==> config.mk <==
export PLATFORM = sky130hd
export DESIGN_NAME = button_press_classifier_unit_flat
export DESIGN_NICKNAME = d
export VERILOG_FILES = /design/src/design/bpc_pkg.sv /design/src/design/bpc_sample_if.sv /design/src/design/bpc_result_if.sv /design/src/design/bpc_cfg_if.sv /design/src/design/bpc_cfg_regs.sv /design/src/design/bpc_state_mem.sv /design/src/design/bpc_update.sv /design/src/design/button_press_classifier_unit.sv /design/src/flat_wrapper.sv
export SDC_FILE = /design/constraint.sdc
export NUM_CORES = 1
export LEC_CHECK = 0
export BUFFER_PORTS_ARGS = -buffer_cell sky130_fd_sc_hd__buf_4
export CAP_MARGIN = 20
export CORE_UTILIZATION = 48
export DETAILED_ROUTE_END_ITERATION = 8
export SKIP_LAST_GASP = 1
export SLEW_MARGIN = 30
export SYNTH_ARGS = -nofsm -noshare
export SYNTH_HDL_FRONTEND = slang
export SYNTH_HIERARCHICAL = 1
export SYNTH_SLANG_ARGS = --single-unit
==> constraint.sdc <==
create_clock -name clk -period 14.9 [get_ports clk]
set_clock_uncertainty 0.1 [all_clocks]
set_input_delay 2.98 -clock clk [delete_from_list [all_inputs] [get_ports clk]]
set_output_delay 2.98 -clock clk [all_outputs]
set_load 0.05 [all_outputs]
==> src/design/bpc_pkg.sv <==
// shared types and constants of the button press classifier
package bpc_pkg;

  localparam int TIME_W = 32;
  localparam int CFG_DATA_W = 16;
  localparam int BTN_W = 2;

  localparam logic [15:0] DEBOUNCE_RST = 16'd50;
  localparam logic [15:0] LONG_PRESS_RST = 16'd2000;
  localparam logic [15:0] DOUBLE_CLICK_RST = 16'd500;
  localparam logic [BTN_W-1:0] FEATURED_RST = 2'd3;

  typedef enum logic [1:0] {
    KIND_SHORT  = 2'd0,
    KIND_LONG   = 2'd1,
    KIND_DOUBLE = 2'd2
  } kind_t;

  typedef enum logic [1:0] {
    REG_DEBOUNCE     = 2'd0,
    REG_LONG_PRESS   = 2'd1,
    REG_DOUBLE_CLICK = 2'd2,
    REG_FEATURED     = 2'd3
  } cfg_reg_t;

  typedef struct packed {
    logic [15:0]      debounce_ms;
    logic [15:0]      long_press_ms;
    logic [15:0]      double_click_ms;
    logic [BTN_W-1:0] featured_button;
  } cfg_t;

  typedef struct packed {
    logic              settled_level;
    logic [TIME_W-1:0] changed_at;
    logic [TIME_W-1:0] pressed_at;
    logic              long_fired;
    logic [TIME_W-1:0] last_short_time;
  } btn_state_t;

  localparam btn_state_t BTN_STATE_RST = '{
    settled_level:   1'b1,
    changed_at:      '0,
    pressed_at:      '0,
    long_fired:      1'b0,
    last_short_time: '0
  };

  typedef struct packed {
    btn_state_t state;
    logic       has_event;
    kind_t      kind;
  } upd_t;

endpackage

==> src/design/bpc_sample_if.sv <==
// input sample channel
interface bpc_sample_if import bpc_pkg::*; ();
  logic              valid;
  logic              ready;
  logic [BTN_W-1:0]  button_index;
  logic              raw_level;
  logic [TIME_W-1:0] now_ms;

  modport source (output valid, button_index, raw_level, now_ms, input ready);
  modport sink (input valid, button_index, raw_level, now_ms, output ready);
endinterface

==> src/design/bpc_result_if.sv <==
// event result channel
interface bpc_result_if import bpc_pkg::*; ();
  logic             valid;
  logic             ready;
  logic [BTN_W-1:0] event_button;
  logic [1:0]       event_kind;

  modport source (output valid, event_button, event_kind, input ready);
  modport sink (input valid, event_button, event_kind, output ready);
endinterface

==> src/design/bpc_cfg_if.sv <==
// configuration write channel
interface bpc_cfg_if import bpc_pkg::*; ();
  logic                  valid;
  logic                  ready;
  logic [1:0]            index;
  logic [CFG_DATA_W-1:0] data;

  modport source (output valid, index, data, input ready);
  modport sink (input valid, index, data, output ready);
endinterface

==> src/design/bpc_cfg_regs.sv <==
// configuration registers
module bpc_cfg_regs import bpc_pkg::*; (
  input  logic      clk,
  input  logic      rst,
  bpc_cfg_if.sink   cfg,
  output cfg_t      cfg_q
);

  assign cfg.ready = 1'b1;

  always_ff @(posedge clk) begin
    if (rst) begin
      cfg_q.debounce_ms <= DEBOUNCE_RST;
      cfg_q.long_press_ms <= LONG_PRESS_RST;
      cfg_q.double_click_ms <= DOUBLE_CLICK_RST;
      cfg_q.featured_button <= FEATURED_RST;
    end else if (cfg.valid) begin
      unique case (cfg_reg_t'(cfg.index))
        REG_DEBOUNCE:     cfg_q.debounce_ms <= cfg.data;
        REG_LONG_PRESS:   cfg_q.long_press_ms <= cfg.data;
        REG_DOUBLE_CLICK: cfg_q.double_click_ms <= cfg.data;
        REG_FEATURED:     cfg_q.featured_button <= cfg.data[BTN_W-1:0];
        default: ;
      endcase
    end
  end

endmodule

==> src/design/bpc_state_mem.sv <==
// per-button state memory with valid bits and write forwarding
module bpc_state_mem import bpc_pkg::*; #(
  parameter int MEM_DEPTH = 4,
  parameter int AW = 2
) (
  input  logic          clk,
  input  logic          rst,
  input  logic          rd_en,
  input  logic [AW-1:0] rd_addr,
  input  logic          wr_en,
  input  logic [AW-1:0] wr_addr,
  input  btn_state_t    wr_data,
  output btn_state_t    rd_state
);

  btn_state_t              mem [MEM_DEPTH];
  logic [MEM_DEPTH-1:0]    entry_valid;
  btn_state_t              rd_data;
  logic                    rd_entry_valid;
  logic [AW-1:0]           rd_addr_q;
  logic                    wb_valid;
  logic [AW-1:0]           wb_addr;
  btn_state_t              wb_data;

  always_ff @(posedge clk) begin
    if (wr_en) begin
      mem[wr_addr] <= wr_data;
    end
    if (rd_en) begin
      rd_data <= mem[rd_addr];
      rd_addr_q <= rd_addr;
    end
  end

  always_ff @(posedge clk) begin
    if (rst) begin
      entry_valid <= '0;
      rd_entry_valid <= 1'b0;
      wb_valid <= 1'b0;
    end else begin
      if (wr_en) begin
        entry_valid[wr_addr] <= 1'b1;
        wb_valid <= 1'b1;
      end
      if (rd_en) begin
        rd_entry_valid <= entry_valid[rd_addr];
      end
    end
  end

  // last write kept for a read that raced it
  always_ff @(posedge clk) begin
    if (wr_en) begin
      wb_addr <= wr_addr;
      wb_data <= wr_data;
    end
  end

  always_comb begin
    if (wb_valid && wb_addr == rd_addr_q) begin
      rd_state = wb_data;
    end else if (!rd_entry_valid) begin
      rd_state = BTN_STATE_RST;
    end else begin
      rd_state = rd_data;
    end
  end

endmodule

==> src/design/bpc_update.sv <==
// debounce and press classification for one sample
module bpc_update import bpc_pkg::*; (
  input  btn_state_t        cur,
  input  cfg_t              cfg_q,
  input  logic [BTN_W-1:0]  button_index,
  input  logic              raw_level,
  input  logic [TIME_W-1:0] now_ms,
  output upd_t              upd
);

  logic              feat;
  logic              change;
  logic              pressing;
  logic [TIME_W-1:0] since_change;
  logic [TIME_W-1:0] since_short;
  logic [TIME_W-1:0] since_press;
  logic [TIME_W-1:0] hold_time;

  always_comb begin
    feat = (button_index == cfg_q.featured_button);
    since_change = now_ms - cur.changed_at;
    since_short = now_ms - cur.last_short_time;
    since_press = now_ms - cur.pressed_at;
    change = (raw_level != cur.settled_level) &&
             (since_change > {16'd0, cfg_q.debounce_ms});
    pressing = change && !raw_level;

    upd.state = cur;
    upd.has_event = 1'b0;
    upd.kind = KIND_SHORT;

    if (change) begin
      upd.state.settled_level = raw_level;
      upd.state.changed_at = now_ms;
      if (!raw_level) begin
        upd.state.pressed_at = now_ms;
        upd.state.long_fired = 1'b0;
      end else if (!cur.long_fired) begin
        upd.has_event = 1'b1;
        if (feat && since_short < {16'd0, cfg_q.double_click_ms}) begin
          upd.state.last_short_time = '0;
          upd.kind = KIND_DOUBLE;
        end else begin
          upd.state.last_short_time = now_ms;
          upd.kind = KIND_SHORT;
        end
      end
    end

    // hold measured from the press just accepted, if any
    hold_time = pressing ? '0 : since_press;
    if (feat && !raw_level && !upd.state.long_fired &&
        hold_time >= {16'd0, cfg_q.long_press_ms}) begin
      upd.state.long_fired = 1'b1;
      upd.has_event = 1'b1;
      upd.kind = KIND_LONG;
    end
  end

endmodule

==> src/design/button_press_classifier_unit.sv <==
// button press classifier: per-button debounce and short press, long press and double click on the featured button
// an accepted item is registered in the s1 stage and its event in the output register
// throughput: one item per cycle unless the result port stalls; state read and written
//   back through one memory port pair, with the last write forwarded to a same-button read
// reset: synchronous; every button reads as released with zero times
//   right after reset, and the registers take their default values
module button_press_classifier_unit import bpc_pkg::*; #(
  parameter int NUM_BUTTONS = 4
) (
  input  logic          clk,
  input  logic          rst,
  bpc_sample_if.sink    sample,
  bpc_result_if.source  result,
  bpc_cfg_if.sink       cfg
);

  // only indexes the input field can reach get an entry
  localparam int MEM_DEPTH = (NUM_BUTTONS < 4) ? NUM_BUTTONS : 4;
  localparam int AW = (MEM_DEPTH > 1) ? $clog2(MEM_DEPTH) : 1;

  cfg_t              cfg_q;
  btn_state_t        cur;
  upd_t              upd;
  logic              accept;
  logic              advance;
  logic              in_range;
  logic              s1_valid;
  logic              s1_in_range;
  logic [BTN_W-1:0]  s1_button;
  logic              s1_level;
  logic [TIME_W-1:0] s1_now;
  logic              out_valid;
  logic [BTN_W-1:0]  out_button;
  kind_t             out_kind;

  assign advance = !out_valid || result.ready;
  assign sample.ready = !s1_valid || advance;
  assign accept = sample.valid && sample.ready;
  assign in_range = (32'(sample.button_index) < NUM_BUTTONS);

  bpc_cfg_regs u_cfg (
    .clk   (clk),
    .rst   (rst),
    .cfg   (cfg),
    .cfg_q (cfg_q)
  );

  bpc_state_mem #(
    .MEM_DEPTH (MEM_DEPTH),
    .AW        (AW)
  ) u_mem (
    .clk      (clk),
    .rst      (rst),
    .rd_en    (accept),
    .rd_addr  (sample.button_index[AW-1:0]),
    .wr_en    (s1_valid && s1_in_range && advance),
    .wr_addr  (s1_button[AW-1:0]),
    .wr_data  (upd.state),
    .rd_state (cur)
  );

  bpc_update u_upd (
    .cur          (cur),
    .cfg_q        (cfg_q),
    .button_index (s1_button),
    .raw_level    (s1_level),
    .now_ms       (s1_now),
    .upd          (upd)
  );

  always_ff @(posedge clk) begin
    if (rst) begin
      s1_valid <= 1'b0;
      out_valid <= 1'b0;
    end else begin
      if (accept) begin
        s1_valid <= 1'b1;
      end else if (advance) begin
        s1_valid <= 1'b0;
      end
      if (advance) begin
        out_valid <= s1_valid && s1_in_range && upd.has_event;
      end
    end
  end

  always_ff @(posedge clk) begin
    if (accept) begin
      s1_in_range <= in_range;
      s1_button <= sample.button_index;
      s1_level <= sample.raw_level;
      s1_now <= sample.now_ms;
    end
    if (advance) begin
      out_button <= s1_button;
      out_kind <= upd.kind;
    end
  end

  assign result.valid = out_valid;
  assign result.event_button = out_button;
  assign result.event_kind = out_kind;

endmodule

==> src/flat_wrapper.sv <==
// flat-port wrapper written by rule: the top's interface ports become plain ports
module button_press_classifier_unit_flat import bpc_pkg::*;
#(
  parameter int NUM_BUTTONS = 4
)
  (clk, rst, sample_valid, sample_button_index, sample_raw_level, sample_now_ms, sample_ready, result_valid, result_event_button, result_event_kind, result_ready, cfg_valid, cfg_index, cfg_data, cfg_ready);
  bpc_sample_if sample_i ();
  bpc_result_if result_i ();
  bpc_cfg_if cfg_i ();
  input  logic clk;
  input  logic rst;
  input wire logic [$bits(sample_i.valid)-1:0] sample_valid;
  input wire logic [$bits(sample_i.button_index)-1:0] sample_button_index;
  input wire logic [$bits(sample_i.raw_level)-1:0] sample_raw_level;
  input wire logic [$bits(sample_i.now_ms)-1:0] sample_now_ms;
  output wire logic [$bits(sample_i.ready)-1:0] sample_ready;
  output wire logic [$bits(result_i.valid)-1:0] result_valid;
  output wire logic [$bits(result_i.event_button)-1:0] result_event_button;
  output wire logic [$bits(result_i.event_kind)-1:0] result_event_kind;
  input wire logic [$bits(result_i.ready)-1:0] result_ready;
  input wire logic [$bits(cfg_i.valid)-1:0] cfg_valid;
  input wire logic [$bits(cfg_i.index)-1:0] cfg_index;
  input wire logic [$bits(cfg_i.data)-1:0] cfg_data;
  output wire logic [$bits(cfg_i.ready)-1:0] cfg_ready;
  assign sample_i.valid = sample_valid;
  assign sample_i.button_index = sample_button_index;
  assign sample_i.raw_level = sample_raw_level;
  assign sample_i.now_ms = sample_now_ms;
  assign sample_ready = sample_i.ready;
  assign result_valid = result_i.valid;
  assign result_event_button = result_i.event_button;
  assign result_event_kind = result_i.event_kind;
  assign result_i.ready = result_ready;
  assign cfg_i.valid = cfg_valid;
  assign cfg_i.index = cfg_index;
  assign cfg_i.data = cfg_data;
  assign cfg_ready = cfg_i.ready;
  button_press_classifier_unit #(.NUM_BUTTONS(NUM_BUTTONS)) u_core (.clk(clk), .rst(rst), .sample(sample_i), .result(result_i), .cfg(cfg_i));
endmodule
**Word-level counts from Yosys, hierarchy flattened**

Memory sizes are Yosys's and may differ from the RTL's. A register that Yosys moved wholly into a read port is not among the register bits.
Index checks and enable logic that the tools add are counted.

- Flip-flop bits (word level): 197
- Memory bits (writable): 392
- Input bits: 58
- Output and inout port bits: 7
- Word-level logic and storage cells: 83
- Memories: 1

Memories:

| name | words | bits a word | read ports | clocked after memory_dff | wr ports | line | text |
|---|---|---|---|---|---|---|---|
| u_core.u_mem.mem | 4 | 98 | 1 | 1 | 1 | bpc_state_mem.sv:16 | `btn_state_t mem [MEM_DEPTH];` |

- Add/subtract/negate cells: 3
- Magnitude comparators: 6
- Equal/unequal tests: 6
- Multiplexer cells: 19
- Bitwise logic cells: 3
- Reduce and logical (&&, ||, !) cells: 24

Operator list:

| operator | count |
|---|---|
| $mux W98 | 2 |
| $mux W101 | 1 |
| $sub A32 B32 Y32 | 3 |
| $mux W35 | 2 |
| $mux W32 | 2 |
| $mux W33 | 1 |
| $ge A32 B16 Y1 | 1 |
| $gt A32 B16 Y1 | 1 |
| $lt A32 B16 Y1 | 1 |
| $logic_and A1 B1 Y1 | 11 |
| $reduce_and A2 Y1 | 4 |
| $mux W1 | 7 |
| $lt A2 B3 Y1 const B | 2 |
| $eq A2 B2 Y1 | 2 |
| $eq A2 B2 Y1 const B | 2 |
| $logic_not A1 Y1 | 4 |
| $or A4 B4 Y4 | 1 |
| $reduce_or A4 Y1 | 1 |
| $mux W3 | 1 |
| $bmux W1 S2 | 1 |
| $demux W1 S2 | 1 |
| $eq A2 B1 Y1 const B | 1 |
| $ge A2 B1 Y1 const B | 1 |
| $logic_not A2 Y1 | 1 |
| other kinds (5) | 7 |

**Longest topological paths before layout**

Gate-level depths: netlist of the first run.

- Depth after elaboration: 15
- Depth in mapped cells: 40
- Depth with buffers taken out: 36

**By module**

Netlist of the first run, hierarchy kept.

Modules (own cells, without submodules):

| module | instances | cells an instance | area each (um^2) | sequential area each (um^2) |
|---|---|---|---|---|
| bpc_state_mem | 1 | 1,053 | 22,225.1 | 17,897.2 |
| bpc_update | 1 | 1,241 | 8,450.6 | 0.0 |
| bpc_cfg_regs | 1 | 197 | 2,029.4 | 1,001.0 |
| button_press_classifier_unit | 1 | 49 | 1,255.0 | 1,211.2 |

**Worst setup path after synthesis of the first run**

No wires, ideal clock.

- Path type: input port to flip-flop
- Start: input result_ready
- End: memory u_core/u_mem/mem[0][0] in the netlist's numbering (enable)
- Setup time: 0.698 ns
- Data arrival time: 12.673 ns
- Data required time: 14.102 ns
- Setup slack: 1.429 ns
- Stages on the path: 3
- Path buffers: 0
- Cells stage by stage: nand2b_1 and2_1 nor3b_1

- Word-level cells in the longest chain between the ends: 4

RTL lines:

| what | line | text |
|---|---|---|
| start, declared | flat_wrapper.sv:20 | `input wire logic [$bits(result_i.ready)-1:0] result_ready;` |
| $logic_or A1 B1 Y1 | button_press_classifier_unit.sv:36 | `assign advance = !out_valid \|\| result.ready;` |
| $logic_and A1 B1 Y1 | button_press_classifier_unit.sv:56 | `.wr_en (s1_valid && s1_in_range && advance),` |
| $mux W1 | bpc_state_mem.sv:26 | `if (wr_en) begin` |
| $mux W1 (not written as such) | bpc_state_mem.sv:27 | `mem[wr_addr] <= wr_data;` |
| end, declared | bpc_state_mem.sv:16 |  |

No other way between the ends.

==> results of run 1 <==
[state kept, by name (all words and copies together), names as in the netlist, 2 cells and up]
| register | count |
|---|---|
| u_core/result.event_kind | 2 |
| u_core/s1_now | 32 |
| u_core/s1_button | 2 |
| u_core/u_cfg/cfg_q | 50 |
| u_core/u_mem/mem | 392 |
| u_core/u_mem/wb_data | 98 |
| u_core/u_mem/rd_data | 98 |
| u_core/result.event_button | 2 |
| u_core/u_mem/wb_addr | 2 |
| u_core/u_mem/rd_addr_q | 2 |
| u_core/u_mem/entry_valid | 4 |
[cell usage after synthesis (21+ instances only)]
cell      number
nand4_1       32
o21a_1        21
xnor2_1       37
xor2_1        23
mux2i_1      153
nand3_1       34
mux2_1        53
a22o_1        33
buf_2         37
ha_1         140
a21oi_1      112
dfxtp_1       58
a21o_1        39
o21ai_0       67
nand2_1      194
mux4_2        99
edfxtp_1     631
clkbuf_1      51
inv_1        257
nor2_1       110
nand2b_1      61
[per-layer routing]
layer  wire (µm)  track usage
met5           0            0
met4        1810       0.0582
met3        3750       0.0341
met2       39800        0.388
met1       42800        0.369
[power by group through the flow]
| stage | combinational (µW) | clock, µW | sequential, µW |
|---|---|---|---|
| 6_report | 509 | 1790 | 2230 |
| 5_1_grt | 557 | 1900 | 2230 |
| 4_1_cts | 506 | 1820 | 2230 |
| 3_5_place_dp | 504 | 0 | 2270 |
| 3_3_place_gp | 497 | 0 | 2260 |
| 2_1_floorplan | 348 | 0 | 2260 |
[area by class of cell]
type                       instances  area [µm²]
antenna                            2        5.00
multi-input combinational       1489       12400
clock inverter                    41         428
inverter                         257         965
clock buffer                      94        1940
timing repair buffer              93         726
sequential                       689       20100
tap                              940        1180
fill                            5869       32300
[final timing paths]
path	start	endpoint	slack [ps]	cells after the start
worst max-delay path	u_core/u_mem/wb_addr[1]	u_core/u_mem/wb_data[32]	3920	35
worst min-delay path	u_core/u_mem/entry_valid[2]	u_core/u_mem/entry_valid[2]	370	2
worst max register to register	u_core/u_mem/wb_addr[1]	u_core/u_mem/wb_data[32]	3920	35
worst min register to register	u_core/u_mem/entry_valid[2]	u_core/u_mem/entry_valid[2]	370	2
[critical path: cells and delay by family, from the launching register on]
kind	cells	cell delay [ps]
and+or+nand+nor	14	4320
AOI/OAI and AO/OA	12	3200
xor gates and xnor gates	2	280
adders and majority gates	3	940
DFF	1	390
muxes	1	330
buffers and inverters	3	1040
[per-stage QoR]
| stage | cells | total power, µW | worst slack (ps) |
|---|---|---|---|
| detailed placement | 3466 | 2770 | 3900 |
| CTS | 3601 | 4560 | 3860 |
| global route | 3604 | 4690 | 3240 |
| floorplan | 2540 | 2600 | 1430 |
| finish | 3605 | 4530 | 3920 |
| global placement | 3466 | 2760 | 4340 |
[cells by family (layout without fill, tap and decap cells)]
family | after synthesis | after routing | synth area share
other cells | 1 | 3 | 0.000110
compound gates | 420 | 420 | 0.0830
flops | 689 | 689 | 0.592
xor+xnor | 60 | 60 | 0.0155
simple gates | 546 | 546 | 0.0786
buf+inv | 362 | 485 | 0.0444
fa+ha+maj | 143 | 143 | 0.0533
mux | 319 | 319 | 0.133
==> results.toml, run 1 <==
[setup_path]
cp_max_fo = 34
end_kind = "register"
critical-path-max-stage-delay_ps = 670
crit_slowest_cell = "or4b_2"
timing.critical_path.required_ps = 15110
start_kind = "register"
cp.arrival_ps = 11190
crit_type = "register to register"

[timing]
drv_slew = 0
rsz0062_at_grt = "false"
worst_pin_slew_ps = 959
setup_tns_ps = 0
period_needed_ps = 10980
fin_crit_sh = 0.737
hold_viol_final = 0
max_clock_freq_mhz = 91.1
maxSlewHeadroom = 0.361
fin_hold_ws_ps = 365
setup_viol = 0

[floorplan]
core_region_area_um2 = 70000
die_w_um = 268
fp.dieH_um = 268
initial_core_util = 0.485
num_io_pins = 65
dieArea_um2 = 71800
fp-row-count = 97

[synth]
netlist_instances = 2540
postSynthAreaPerCell_um2 = 13.4
yosys_warnings = 6
netlist_area_um2 = 34000
synth_seq_cells = 689
synth.area.top_cells = "edfxtp_1 56%, mux4_2 6.6%, ha_1 5.2%"
ys_async_sr_fraction = 0
synth_nets = 2741
synth_top_area_share = 0.558
synth_largest_area_cell = "edfxtp_1"
synth_edf_count = 631
synth.distinct_cells = 83
yosysSeqAreaShare = 0.592
ys.flop_type = "edfxtp_1"

[global_routing]
track_usage = 0.249
antenna_found_initial = 1
grt_pass1_vias = 21000
grt.overflow.total = 0
grt_max_degree = 84
grt_first_pass_wirelength_mm = 133

[routing]
drtIter0Drc = 1689
finalWirelength_mm = 88.2
firstDrtPassIters = 5
avgRoutedWirePerCell_um = 24.5
drc_errors = 0
via_per_inst = 5.81
ant_nets = 0
vias = 21000

[finish]
final_cell_mix = "631 x edfxtp_1, 257 x inv_1, 194 x nand2_1"
fin_nets = 2805
area.growth.synth_to_final_pct = 11.2
fin_util = 0.539
layout-drive-gt1-share = 0.126
finalInstanceArea_um2 = 37800
layout_commonest_cell = "edfxtp_1"

[clock_tree]
holdBufCountCts = 0
cts_setup_buffers = 0
root_buffer = "clkbuf_16"
cts_resized = 0
cts_num_sinks = 689
clockBufferDepth = 3
tritoncts = "yes"
insertion_delay_ps = 630
clk_pin_slew_ps = 60
htree_num_levels = 3
cts_inserted_buffers = 74

[power]
power.switching_uw = 1120
p_seq_frac = 0.492
intPower_uw = 3400
combPwrFrac = 0.112
clock_power_share = 0.396
p_leak_uw = 0.0141
swShare = 0.248
p_per_area_nw_per_um2 = 120
ir_drop_mv = 0.0921

[placed_design]
portBuffers = 63
placed_area_um2 = 35400
gp_congestion = 0.951
post-dp-hpwl_mm = 60.5

[status]
status = "complete, no violations"

[worst_hold_path]
hold_class = "register to register"

[flow_run]
max_cap_violations = 0
(Power assumes the default switching activity.)
==> run 2: changes to the inputs <==
Settings changed: ABC_AREA from default to 1.
Clock period 14.9 ns to 10.7 ns, I/O delays scaled along.
==> run 2 against run 1 <==
  * Combinational power grew 120%
  * Total power grew 51%
  * Synthesized cell count grew 58%
  * Die area grew 6.4%
  * Critical path type unchanged
==> results.toml, run 2 <==
[setup_path]
start_kind = "register"
crit_top_cell = "nand2_1"
rr_endpoint = "u_core/u_mem/mem[0][32]"
worstRegToRegCells = 43
critical-path-max-stage-delay_ps = 590
cp_max_fo = 73
cp.arrival_ps = 7440
crit_slowest_cell = "buf_6"
timing.critical_path.required_ps = 10940
r2r-start = "u_core/u_mem/wb_addr[1]"
crit_type = "register to register"
end_kind = "register"
r2r_slack_ps = 3510

[routing]
drc_errors = 0
via_per_inst = 5.51
drtIter0Drc = 2606
avgRoutedWirePerCell_um = 21.1
finalWirelength_mm = 107
vias = 28000
firstDrtPassIters = 6
ant_nets = 0

[finish]
num-fill-cells = 6861
regMostFlops = "u_core/u_mem/mem"
area.growth.synth_to_final_pct = 10.3
layout-drive-gt1-share = 0.0721
fin_nets = 4258
largest_reg_flops = 392
fin_util = 0.535
layout_commonest_cell = "nand2_1"
finalInstanceArea_um2 = 39900
final_cell_mix = "1,016 x nand2_1, 631 x edfxtp_1, 545 x inv_1"
top_regs = "u_core/u_mem/mem x392, u_core/u_mem/rd_data x98, u_core/u_mem/wb_data x98"

[synth]
synth_seq_cells = 689
synth.area.top_cells = "edfxtp_1 52%, nand2_1 11%, inv_1 5.7%"
synth_largest_area_cell = "edfxtp_1"
ys_async_sr_fraction = 0
synth_edf_count = 631
synth_top_area_share = 0.524
synth_nets = 4223
ys.flop_type = "edfxtp_1"
netlist_instances = 4022
postSynthAreaPerCell_um2 = 8.99
netlist_area_um2 = 36100
yosysSeqAreaShare = 0.556
synth.distinct_cells = 50
synth_most_common_cell = "nand2_1"
yosys_warnings = 6
synth_commonest_cells = "1,016 x nand2_1, 631 x edfxtp_1, 550 x inv_1"

[floorplan]
fp-row-count = 100
fp.dieH_um = 276
num_io_pins = 65
core_region_area_um2 = 74400
die_w_um = 276
initial_core_util = 0.485
dieArea_um2 = 76400

[global_routing]
antenna_found_initial = 2
grt_pass1_vias = 26900
grt_first_pass_wirelength_mm = 163
grt_max_degree = 133
track_usage = 0.281
grt.overflow.total = 0

[clock_tree]
insertion_delay_ps = 630
cts_inserted_buffers = 76
cts_resized = 0
cts_setup_buffers = 0
htree_num_levels = 3
cts_num_sinks = 689
root_buffer = "clkbuf_16"
clockBufferDepth = 3
holdBufCountCts = 0
tritoncts = "yes"
clk_pin_slew_ps = 60

[timing]
setup_viol = 0
fin_crit_sh = 0.672
period_needed_ps = 7190
max_clock_freq_mhz = 139
hold_viol_final = 0
maxSlewHeadroom = 0.327
rsz0062_at_grt = "false"
setup_tns_ps = 0
drv_slew = 0
worst_pin_slew_ps = 1010

[status]
status = "complete, no violations"

[placed_design]
placed_area_um2 = 37400
post-dp-hpwl_mm = 72.2
gp_congestion = 1.01
portBuffers = 63

[power]
ir_drop_mv = 0.117
finalPower_uw = 6850
p_leak_uw = 0.0171
p_per_area_nw_per_um2 = 172

[worst_hold_path]
hp-start = "u_core/u_cfg/cfg_q[10]"
hold_class = "register to register"
holdPathStages = 2
min_to = "u_core/u_cfg/cfg_q[10]"

[flow_run]
max_cap_violations = 0
[run 2: cell types whose count changed after synthesis, moves of 29 or more]
cell and delta:
mux2_1 -53, nor2_1 +342, a21o_1 -33, nand2_1 +822
a21oi_1 +29, mux4_2 -99, o21ai_0 +143, mux2i_1 -153
o22ai_1 +94, nand2b_1 -61, a22o_1 -33, nand3_1 +242
o21ai_1 +54, inv_1 +293
[run 2: cells by family after synthesis]
kind of cell,Yosys count,synth area share
AOI/OAI and AO/OA,561,0.0856
and+or+nand+nor,1868,0.213
DFF,689,0.556
other,1,0.000104
adders and majority gates,143,0.0501
buffers and inverters,709,0.0820
xor gates and xnor gates,51,0.0124
[run 2: layout make-up]
cell class              count  area [µm²]  area share
diodes                      2        5.00    0.000126
multi-input cells        2624       13100       0.328
clock buffers             104        2130      0.0535
well taps                 969        1210      0.0304
clock inverters            34         333     0.00835
repair buffers            105         837      0.0210
inverters                 561        2140      0.0536
flip-flops and latches    689       20100       0.505
[run 2: worst max path at each step]
stage	depth (start not counted)	slack (ps)	endpoint	startpoint
4_1_cts	43	3650	u_core/u_mem/wb_data[32]	u_core/u_mem/wb_addr[1]
5_1_grt	43	2910	u_core/u_mem/mem[3][32]	u_core/u_mem/wb_addr[1]
6_report	43	3510	u_core/u_mem/mem[0][32]	u_core/u_mem/wb_addr[1]
2_1_floorplan	4	800	u_core/u_mem/mem[3][0]	result_ready
3_3_place_gp	43	3560	u_core/u_mem/mem[2][32]	u_core/u_mem/rd_addr_q[1]
3_5_place_dp	43	3670	u_core/u_mem/mem[2][32]	u_core/u_mem/wb_addr[1]
[run 2: power breakdown]
part / switching, µW / internal [µW]
combinational: 774 / 321
sequential: 52.4 / 3110
clock: 1090 / 1510
[run 2: worst max-delay path, delay by kind of cell (launching register included)]
family,cells,cell delay (ps)
adders and majority gates,4,1240
AOI/OAI and AO/OA,4,730
DFF,1,390
xor gates and xnor gates,1,90
and+or+nand+nor,29,3300
buffers and inverters,5,910
[run 2: layer usage]
metal	GRT usage	vias up	routed length (µm)
met5	0	-	8
met4	0.0983	2	3240
met3	0.0483	170	8600
met2	0.435	1002	47700
met1	0.399	13400	47900
li1	-	13500	-
[run 2: metrics by stage]
stage          hold WS, ps  worst slack (ps)  instances
2_1_floorplan          329               801       4022
3_3_place_gp           340              3560       4947
3_5_place_dp           353              3670       4947
4_1_cts                367              3650       5085
5_1_grt                389              2910       5086
6_report               361              3510       5088
